**src/rtl/lmq_pkg.sv**
```systemverilog
// Shared constants and codes for the linked multi-queue manager.
package lmq_pkg;

    localparam int NUM_ENTRIES = 64;
    localparam int ID_W        = 7;
    localparam int ENT_AW      = $clog2(NUM_ENTRIES);
    localparam int Q_DEPTH     = NUM_ENTRIES + 1;
    localparam int Q_AW        = $clog2(Q_DEPTH);
    localparam int STEP_W      = $clog2(NUM_ENTRIES + 1);

    localparam logic [ID_W-1:0] NIL = ID_W'(NUM_ENTRIES);

    localparam logic [1:0] OP_ENQ = 2'd0;
    localparam logic [1:0] OP_DEQ = 2'd1;
    localparam logic [1:0] OP_REM = 2'd2;

    localparam logic [1:0] STS_OK    = 2'd0;
    localparam logic [1:0] STS_EMPTY = 2'd1;
    localparam logic [1:0] STS_BAD   = 2'd2;

endpackage

```
**src/rtl/lmq_ram.sv**
```systemverilog
// Generic single-write, single-read RAM with registered read data.
module lmq_ram #(
    parameter int WIDTH = 8,
    parameter int DEPTH = 16
) (
    input  logic                     aclk,
    input  logic                     we,
    input  logic [$clog2(DEPTH)-1:0] waddr,
    input  logic [WIDTH-1:0]         wdata,
    input  logic [$clog2(DEPTH)-1:0] raddr,
    output logic [WIDTH-1:0]         rdata
);

    logic [WIDTH-1:0] mem [DEPTH];

    always_ff @(posedge aclk) begin
        if (we) begin
            mem[waddr] <= wdata;
        end
        rdata <= mem[raddr];
    end

endmodule

```
**src/rtl/linked_multi_queue_manager.sv**
```systemverilog
// Top level: linked multi-queue manager with a sequenced link walker.
//
// NUM_ENTRIES+1 FIFO queues share one pool of NUM_ENTRIES entries, each
// entry holding a next and a prev link; the value NUM_ENTRIES is the null
// link. One beat in on the s_ channel (op, queue_id, thread_id) gives one
// beat out on the m_ channel (popped_id, status). The block works on one
// item at a time and drops s_ready while it is busy. A small sequencer
// drives three memories (head/tail pair per queue, next links, prev links),
// each with one write port and one registered read port. A bad argument
// goes straight to the result; every other command first reads the
// head/tail pair of its queue, and a remove on a queue of two or more
// entries then walks the next links from the head to the target. The
// walk stops after NUM_ENTRIES entries and reports not found. A
// finished result waits in an output register, so the next beat is taken
// while the previous result is still unclaimed. Per-entry valid bits
// clear at reset and an entry never written reads as null, so no
// clearing pass runs.
module linked_multi_queue_manager (
    input  logic                     aclk,
    input  logic                     aresetn,
    input  logic                     s_valid,
    output logic                     s_ready,
    input  logic [1:0]               s_op,
    input  logic [lmq_pkg::ID_W-1:0] s_queue_id,
    input  logic [lmq_pkg::ID_W-1:0] s_thread_id,
    output logic                     m_valid,
    input  logic                     m_ready,
    output logic [lmq_pkg::ID_W-1:0] m_popped_id,
    output logic [1:0]               m_status
);

    localparam int W = lmq_pkg::ID_W;
    localparam int EA = lmq_pkg::ENT_AW;
    localparam int QA = lmq_pkg::Q_AW;

    typedef enum logic [3:0] {
        S_IDLE,
        S_QREAD,
        S_DECODE,
        S_ENQ2,
        S_DEQ2,
        S_WALK,
        S_WALKW,
        S_FOUND,
        S_CLR,
        S_DONE
    } state_t;

    state_t state_reg;

    // Latched command and walk context
    logic [1:0]              op_reg;
    logic [W-1:0]            q_reg;
    logic [W-1:0]            e_reg;
    logic [W-1:0]            h_reg;
    logic [W-1:0]            t_reg;
    logic [W-1:0]            cur_reg;
    logic [lmq_pkg::STEP_W-1:0] steps_reg;
    logic [W-1:0]            res_popped_reg;
    logic [1:0]              res_status_reg;

    // Output register
    logic                    m_valid_reg;
    logic [W-1:0]            m_popped_reg;
    logic [1:0]              m_status_reg;
    logic                    m_load;

    // Valid bits: an entry not yet written reads as null
    logic [lmq_pkg::NUM_ENTRIES:0]   qv_reg;
    logic [lmq_pkg::NUM_ENTRIES-1:0] nv_reg;
    logic [lmq_pkg::NUM_ENTRIES-1:0] pv_reg;
    logic                            qrd_null_reg;
    logic                            nrd_null_reg;
    logic                            prd_null_reg;

    // Memory ports
    logic            qw_en;
    logic [QA-1:0]   qw_addr;
    logic [2*W-1:0]  qw_data;
    logic [QA-1:0]   q_raddr;
    logic [2*W-1:0]  q_rdata;

    logic            nw_en;
    logic [EA-1:0]   nw_addr;
    logic [W-1:0]    nw_data;
    logic [W-1:0]    n_ridx;
    logic [EA-1:0]   n_raddr;
    logic [W-1:0]    n_rdata;

    logic            pw_en;
    logic [EA-1:0]   pw_addr;
    logic [W-1:0]    pw_data;
    logic [EA-1:0]   p_raddr;
    logic [W-1:0]    p_rdata;

    // Effective read values after null masking
    logic [W-1:0]    qh;
    logic [W-1:0]    qt;
    logic            q_empty;
    logic [W-1:0]    n_eff;
    logic [W-1:0]    p_eff;
    logic [W-1:0]    clr_idx;
    logic            bad_arg;
    logic            walk_end;

    assign qh      = qrd_null_reg ? lmq_pkg::NIL : q_rdata[2*W-1:W];
    assign qt      = qrd_null_reg ? lmq_pkg::NIL : q_rdata[W-1:0];
    assign q_empty = (qh == lmq_pkg::NIL) && (qt == lmq_pkg::NIL);
    assign n_eff   = nrd_null_reg ? lmq_pkg::NIL : n_rdata;
    assign p_eff   = prd_null_reg ? lmq_pkg::NIL : p_rdata;
    assign clr_idx = (op_reg == lmq_pkg::OP_DEQ) ? h_reg : e_reg;

    assign walk_end = (steps_reg == lmq_pkg::STEP_W'(lmq_pkg::NUM_ENTRIES))
                   || (cur_reg >= lmq_pkg::NIL);

    // Reject queue above the last one, entry out of range, or unused op
    assign bad_arg = (s_queue_id > lmq_pkg::NIL)
                  || (s_op != lmq_pkg::OP_ENQ && s_op != lmq_pkg::OP_DEQ
                      && s_op != lmq_pkg::OP_REM)
                  || (s_op != lmq_pkg::OP_DEQ && s_thread_id >= lmq_pkg::NIL);

    assign s_ready     = (state_reg == S_IDLE);
    assign m_valid     = m_valid_reg;
    assign m_popped_id = m_popped_reg;
    assign m_status    = m_status_reg;

    // Load the output register once it is empty or being drained this cycle
    assign m_load = (state_reg == S_DONE) && (!m_valid_reg || m_ready);

    // Read addresses: the link walk reads at the cursor, dequeue at the head
    assign q_raddr = q_reg[QA-1:0];
    assign n_ridx  = (state_reg == S_WALK) ? cur_reg : qh;
    assign n_raddr = n_ridx[EA-1:0];
    assign p_raddr = e_reg[EA-1:0];

    // Memory writes per sequencer step; a write through a null link is dropped
    always_comb begin
        qw_en   = 1'b0;
        qw_addr = q_reg[QA-1:0];
        qw_data = {lmq_pkg::NIL, lmq_pkg::NIL};
        nw_en   = 1'b0;
        nw_addr = e_reg[EA-1:0];
        nw_data = lmq_pkg::NIL;
        pw_en   = 1'b0;
        pw_addr = e_reg[EA-1:0];
        pw_data = lmq_pkg::NIL;
        unique case (state_reg)
            S_DECODE: begin
                unique case (op_reg)
                    lmq_pkg::OP_ENQ: begin
                        if (q_empty) begin
                            qw_en   = 1'b1;
                            qw_data = {e_reg, e_reg};
                            nw_en   = 1'b1;
                            pw_en   = 1'b1;
                        end else begin
                            // link old tail forward, new entry back
                            nw_en   = (qt < lmq_pkg::NIL);
                            nw_addr = qt[EA-1:0];
                            nw_data = e_reg;
                            pw_en   = 1'b1;
                            pw_data = qt;
                            qw_en   = 1'b1;
                            qw_data = {qh, e_reg};
                        end
                    end
                    lmq_pkg::OP_DEQ: begin
                        if (!q_empty && qh == qt) begin
                            qw_en   = 1'b1;
                            nw_en   = (qh < lmq_pkg::NIL);
                            nw_addr = qh[EA-1:0];
                            pw_en   = (qh < lmq_pkg::NIL);
                            pw_addr = qh[EA-1:0];
                        end
                    end
                    lmq_pkg::OP_REM: begin
                        if (!q_empty && qh == qt && qh == e_reg) begin
                            qw_en = 1'b1;
                            nw_en = 1'b1;
                            pw_en = 1'b1;
                        end
                    end
                    default: begin
                    end
                endcase
            end
            S_ENQ2: begin
                nw_en = 1'b1;
            end
            S_DEQ2: begin
                qw_en   = 1'b1;
                qw_data = {n_eff, t_reg};
                pw_en   = (n_eff < lmq_pkg::NIL);
                pw_addr = n_eff[EA-1:0];
            end
            S_FOUND: begin
                if (e_reg == h_reg) begin
                    qw_en   = 1'b1;
                    qw_data = {n_eff, t_reg};
                    pw_en   = (n_eff < lmq_pkg::NIL);
                    pw_addr = n_eff[EA-1:0];
                end else begin
                    nw_en   = (p_eff < lmq_pkg::NIL);
                    nw_addr = p_eff[EA-1:0];
                    nw_data = n_eff;
                    if (n_eff != lmq_pkg::NIL) begin
                        pw_en   = 1'b1;
                        pw_addr = n_eff[EA-1:0];
                        pw_data = p_eff;
                    end else begin
                        qw_en   = 1'b1;
                        qw_data = {h_reg, p_eff};
                    end
                end
            end
            S_CLR: begin
                nw_en   = (clr_idx < lmq_pkg::NIL);
                nw_addr = clr_idx[EA-1:0];
                pw_en   = (clr_idx < lmq_pkg::NIL);
                pw_addr = clr_idx[EA-1:0];
            end
            default: begin
            end
        endcase
    end

    lmq_ram #(.WIDTH(2 * W), .DEPTH(lmq_pkg::Q_DEPTH)) u_qptr_ram (
        .aclk  (aclk),
        .we    (qw_en),
        .waddr (qw_addr),
        .wdata (qw_data),
        .raddr (q_raddr),
        .rdata (q_rdata)
    );

    lmq_ram #(.WIDTH(W), .DEPTH(lmq_pkg::NUM_ENTRIES)) u_next_ram (
        .aclk  (aclk),
        .we    (nw_en),
        .waddr (nw_addr),
        .wdata (nw_data),
        .raddr (n_raddr),
        .rdata (n_rdata)
    );

    lmq_ram #(.WIDTH(W), .DEPTH(lmq_pkg::NUM_ENTRIES)) u_prev_ram (
        .aclk  (aclk),
        .we    (pw_en),
        .waddr (pw_addr),
        .wdata (pw_data),
        .raddr (p_raddr),
        .rdata (p_rdata)
    );

    // Valid bits and null flags that travel with each registered read
    always_ff @(posedge aclk) begin
        if (!aresetn) begin
            qv_reg       <= '0;
            nv_reg       <= '0;
            pv_reg       <= '0;
            qrd_null_reg <= 1'b1;
            nrd_null_reg <= 1'b1;
            prd_null_reg <= 1'b1;
        end else begin
            if (qw_en) begin
                qv_reg[qw_addr] <= 1'b1;
            end
            if (nw_en) begin
                nv_reg[nw_addr] <= 1'b1;
            end
            if (pw_en) begin
                pv_reg[pw_addr] <= 1'b1;
            end
            qrd_null_reg <= !qv_reg[q_raddr];
            nrd_null_reg <= (n_ridx >= lmq_pkg::NIL) || !nv_reg[n_raddr];
            prd_null_reg <= !pv_reg[p_raddr];
        end
    end

    // Sequencer and output register
    always_ff @(posedge aclk) begin
        if (!aresetn) begin
            state_reg   <= S_IDLE;
            m_valid_reg <= 1'b0;
        end else begin
            if (m_load) begin
                m_valid_reg <= 1'b1;
            end else if (m_ready) begin
                m_valid_reg <= 1'b0;
            end
            unique case (state_reg)
                S_IDLE: begin
                    if (s_valid) begin
                        op_reg <= s_op;
                        q_reg  <= s_queue_id;
                        e_reg  <= s_thread_id;
                        if (bad_arg) begin
                            res_popped_reg <= lmq_pkg::NIL;
                            res_status_reg <= lmq_pkg::STS_BAD;
                            state_reg      <= S_DONE;
                        end else begin
                            state_reg <= S_QREAD;
                        end
                    end
                end
                S_QREAD: begin
                    state_reg <= S_DECODE;
                end
                S_DECODE: begin
                    h_reg          <= qh;
                    t_reg          <= qt;
                    cur_reg        <= qh;
                    steps_reg      <= '0;
                    res_popped_reg <= lmq_pkg::NIL;
                    res_status_reg <= lmq_pkg::STS_OK;
                    unique case (op_reg)
                        lmq_pkg::OP_ENQ: begin
                            state_reg <= q_empty ? S_DONE : S_ENQ2;
                        end
                        lmq_pkg::OP_DEQ: begin
                            if (q_empty) begin
                                res_status_reg <= lmq_pkg::STS_EMPTY;
                                state_reg      <= S_DONE;
                            end else begin
                                res_popped_reg <= qh;
                                state_reg      <= (qh == qt) ? S_DONE : S_DEQ2;
                            end
                        end
                        lmq_pkg::OP_REM: begin
                            if (q_empty || (qh == qt && qh != e_reg)) begin
                                res_status_reg <= lmq_pkg::STS_EMPTY;
                                state_reg      <= S_DONE;
                            end else if (qh == qt) begin
                                state_reg <= S_DONE;
                            end else begin
                                state_reg <= S_WALK;
                            end
                        end
                        default: begin
                            res_status_reg <= lmq_pkg::STS_BAD;
                            state_reg      <= S_DONE;
                        end
                    endcase
                end
                S_ENQ2: begin
                    state_reg <= S_DONE;
                end
                S_DEQ2: begin
                    state_reg <= S_CLR;
                end
                S_WALK: begin
                    priority if (walk_end) begin
                        res_status_reg <= lmq_pkg::STS_EMPTY;
                        state_reg      <= S_DONE;
                    end else if (cur_reg == e_reg) begin
                        state_reg <= S_FOUND;
                    end else begin
                        state_reg <= S_WALKW;
                    end
                end
                S_WALKW: begin
                    cur_reg   <= n_eff;
                    steps_reg <= steps_reg + 1'b1;
                    state_reg <= S_WALK;
                end
                S_FOUND: begin
                    state_reg <= S_CLR;
                end
                S_CLR: begin
                    state_reg <= S_DONE;
                end
                S_DONE: begin
                    // hold the result until the output register frees up
                    if (m_load) begin
                        m_popped_reg <= res_popped_reg;
                        m_status_reg <= res_status_reg;
                        state_reg    <= S_IDLE;
                    end
                end
                default: begin
                    state_reg <= S_IDLE;
                end
            endcase
        end
    end

endmodule

```
**config.mk**
```make
export PLATFORM = sky130hd
export DESIGN_NAME = linked_multi_queue_manager
export DESIGN_NICKNAME = d
export VERILOG_FILES = /design/src/rtl/lmq_pkg.sv /design/src/rtl/lmq_ram.sv /design/src/rtl/linked_multi_queue_manager.sv
export SDC_FILE = /design/constraint.sdc
export NUM_CORES = 2
export LEC_CHECK = 0
export ABC_AREA = 1
export BUFFER_PORTS_ARGS = -buffer_cell sky130_fd_sc_hd__buf_2
export CAP_MARGIN = 20
export CELL_PAD_IN_SITES_DETAIL_PLACEMENT = 1
export CELL_PAD_IN_SITES_GLOBAL_PLACEMENT = 2
export CORE_MARGIN = 3
export CORE_UTILIZATION = 41
export DETAILED_ROUTE_END_ITERATION = 12
export PLACE_DENSITY = 0.88
export SLEW_MARGIN = 20
export SYNTH_ARGS = -nofsm -noshare
export SYNTH_HDL_FRONTEND = slang
export SYNTH_HIERARCHICAL = 1
export SYNTH_SLANG_ARGS = --single-unit
export TNS_END_PERCENT = 10
```
**constraint.sdc**
```tcl
create_clock -name aclk -period 6.6 [get_ports aclk]
set_input_delay 0.99 -clock aclk [delete_from_list [all_inputs] [get_ports aclk]]
set_output_delay 0.99 -clock aclk [all_outputs]
set_load 0.005 [all_outputs]
```
==> metrics <==
Most flops, register=u_qptr_ram/mem; flip-flop and latch count after synthesis=2097; Vias=62800; first-pass GRT wire length=407 mm; Worst Path Required=7060 ps; setup violation total in the final timing report=0; share of post-route cells with drive strength above 1=7.93%; maximum number of pins on one net before global-route repair=244; Die Ht=471 um; CTS sink cnt=2097; H-tree depth=4; area grow syn2layout=11.2%; cell area after synthesis=0.0887 mm2; IR Drop Worst-Case VDD=0.289 mV; registers with the highest flip-flop counts=u_qptr_ram/mem (910), u_next_ram/mem (448), u_prev_ram/mem (448); maximum clock rate=189 MHz; routed wirelength normalized by instance count=24.1 um; Worst Tran Pin Value=1150 ps; Die Span X=471 um; worst clock skew=58.0 ps; Layout Utilization=45.9%; post-placement cell area=0.0912 mm2; Clk Latency, worst-skew pair=860 ps; Initial Utilization=41.3%; Seq/Total Area, Yosys=68.4%; post-route standard cell area excluding fillers=0.0986 mm2; clock period minus worst slack=5280 ps; power density normalized to cell area=329 mW/mm2; nets in the synthesized netlist=8279; maxcap violations=0; maximum clock insertion buffer count=3; Placed Instances=10800; fin nets=8199; clock tree from TritonCTS=yes; GRT Total Usage=23.9%; max-slew violation count=0; detailed placer's ending HPWL=161 mm; Detail Route Antenna Nets=0; final std cells w/o fill=11200; count of input and output buffers=30; clock-pin transition on the worst setup and hold timing paths=60 ps; number of antenna violations at the first check in global routing=8; Detailed Route Iter0 Violations=6472; number of global-route vias before repair=65400; Critical Path Start Type=flip-flop; Core Rows=170; drt pass-1 iters=5; Root Buffer Master=sky130_fd_sc_hd__clkbuf_16; Worst Setup End Kind=flip-flop; hold_buf cts=0; number of synthesized flops with an enable pin=1868; drt drc=0; RSZ-0062 raised after global routing=no; Setup Crit Path Kind=reg -> reg; I/O pin count=31; total CTS buffers=215; maximum fanout along the worst path=24; final hold violation count=0; routed vias/inst=5.60; synthesized instance count=8257; period utilisation layout=80.0%; area of the die=0.222 mm2; average instance area after synthesis=10.7 um2; DRT Wirelength=270 mm; total global routing overflow=0; total core area=0.215 mm2; remaining max-slew budget at the tightest pin=22.6%; setup slack after layout=1320 ps; post-cts gate resize count=0; Most used DFF post-synth=sky130_fd_sc_hd__edfxtp_1; Critical Path, Cell by Cell=xnor2_1 > nand2_1 > nor3_2 > nand2_2 > nand2_2 > inv_2 > nand2_1 > nand2_1 > nand2_1 > nand3_4 > inv_1 > nand4_1 > nor2_1; cell leakage power=0.0342 uW; path class of the lowest-slack min-delay path=in -> reg; largest stage delay on the critical path=980 ps; result of the run=completed; critical path arrival=5740 ps; Setup TNS Final=0 ps; Crit path top cell by count=sky130_fd_sc_hd__nand2_1; Final GP Congestion=0.884; number of post-CTS setup repair buffers=0; Place WS=1410 ps; slowest cell on the critical path=sky130_fd_sc_hd__edfxtp_1; max reg flops=910; Unique masters post-synth=52; Yosys warning total=6; post-synthesis async set-or-reset flop share=0%
[power by group]
group | leakage (uW) | total (uW) | switching (uW) | internal, uW
registers | 0.0168 | 14800 | 153 | 14700
logic | 0.0140 | 5150 | 3990 | 1160
clock network | 0.00351 | 12400 | 5280 | 7140
[per-stage QoR]
step	power [uW]	hold WS, ps
6_report	32400	318
5_1_grt	33600	284
4_1_cts	32600	264
3_5_place_dp	20200	409
3_3_place_gp	20000	419
2_1_floorplan	18400	400
[per-layer routing]
layer | up-vias | global-route usage [%] | part of all wire, %
met3 | 474 | 3.35 | 6.1
met5 | - | 0 | 0.011
met1 | 31700 | 31.4 | 41
met2 | 2063 | 40.1 | 49
li1 | 28500 | - | -
met4 | 4 | 9.10 | 3.9
[cell type report]
type	count	area (um2)
Antenna cell	7	17.5
Clock buffer	271	5700
Clock inverter	134	1570
Fill cell	23100	116000
Inverter	323	1270
Multi-Input combinational cell	5363	24400
Sequential cell	2097	60700
Tap cell	2838	3550
Timing Repair Buffer	177	1410
[cells in the final DEF, fill, tap and decap left out, drive strengths merged, types with 3 or more instances in the layout]
| cell type | instances |
|---|---|
| a21oi | 208 |
| nand2 | 2613 |
| nand3 | 1694 |
| clkbuf | 271 |
| xnor2 | 3 |
| o22ai | 40 |
| dfxtp | 229 |
| o2111ai | 3 |
| nor2 | 500 |
| o211ai | 44 |
| bufinv | 25 |
| inv | 316 |
| nand4 | 65 |
| a221oi | 5 |
| nor3 | 39 |
| a211oi | 6 |
| nand3b | 8 |
| clkinv | 105 |
| clkinvlp | 11 |
| o21ai | 77 |
| o41ai | 11 |
| o221ai | 9 |
| xor2 | 10 |
| or2 | 4 |
| diode | 7 |
| edfxtp | 1868 |
| nor4 | 9 |
| a32o | 4 |
| buf | 177 |
[logic make-up after synthesis]
family,after synthesis,share of synthesized area [%]
fa+ha+maj,2,0.0282
simple gates,4934,24.1
buf+inv,797,4.58
compound gates,413,2.70
flops,2097,68.4
xor+xnor,13,0.128
mux,1,0.0113
[path summary, 6_finish.rpt]
kind | startpoint | end | slack (ps) | depth (start not counted)
min reg2reg | res_popped_reg[2]$_SDFFCE_PP0P_ | m_popped_id[2]$_DFFE_PP_ | 420 | 0
max reg2reg | e_reg[0]$_DFFE_PP_ | u_prev_ram/mem[37][0]$_DFFE_PP_ | 1320 | 13
min | s_queue_id[0] | q_raddr[0]$_DFFE_PP_ | 320 | 1
max | e_reg[0]$_DFFE_PP_ | u_prev_ram/mem[37][0]$_DFFE_PP_ | 1320 | 13
[Yosys cell counts, types with 40 or more instances]
library cell,n,area share [%]
sky130_fd_sc_hd__nand3_1,1672,9.4
sky130_fd_sc_hd__clkbuf_1,113,0.48
sky130_fd_sc_hd__buf_4,50,0.42
sky130_fd_sc_hd__o22ai_1,40,0.28
sky130_fd_sc_hd__a21oi_1,208,1.2
sky130_fd_sc_hd__o21ai_0,74,0.42
sky130_fd_sc_hd__buf_6,83,1.1
sky130_fd_sc_hd__o211ai_1,43,0.36
sky130_fd_sc_hd__inv_1,288,1.2
sky130_fd_sc_hd__nand4_1,61,0.43
sky130_fd_sc_hd__buf_2,193,1.1
sky130_fd_sc_hd__dfxtp_1,229,5.2
sky130_fd_sc_hd__edfxtp_1,1868,63
sky130_fd_sc_hd__nor2_1,471,2.0
sky130_fd_sc_hd__nand2_1,2594,11
[worst max-delay path, delay by kind of cell (launching register included)]
family / cells / cell delay [ps]
simple gates: 10 / 3280
flops: 1 / 980
buf+inv: 2 / 410
xor+xnor: 1 / 200
Note: power is estimated with default switching activity, not from simulation.
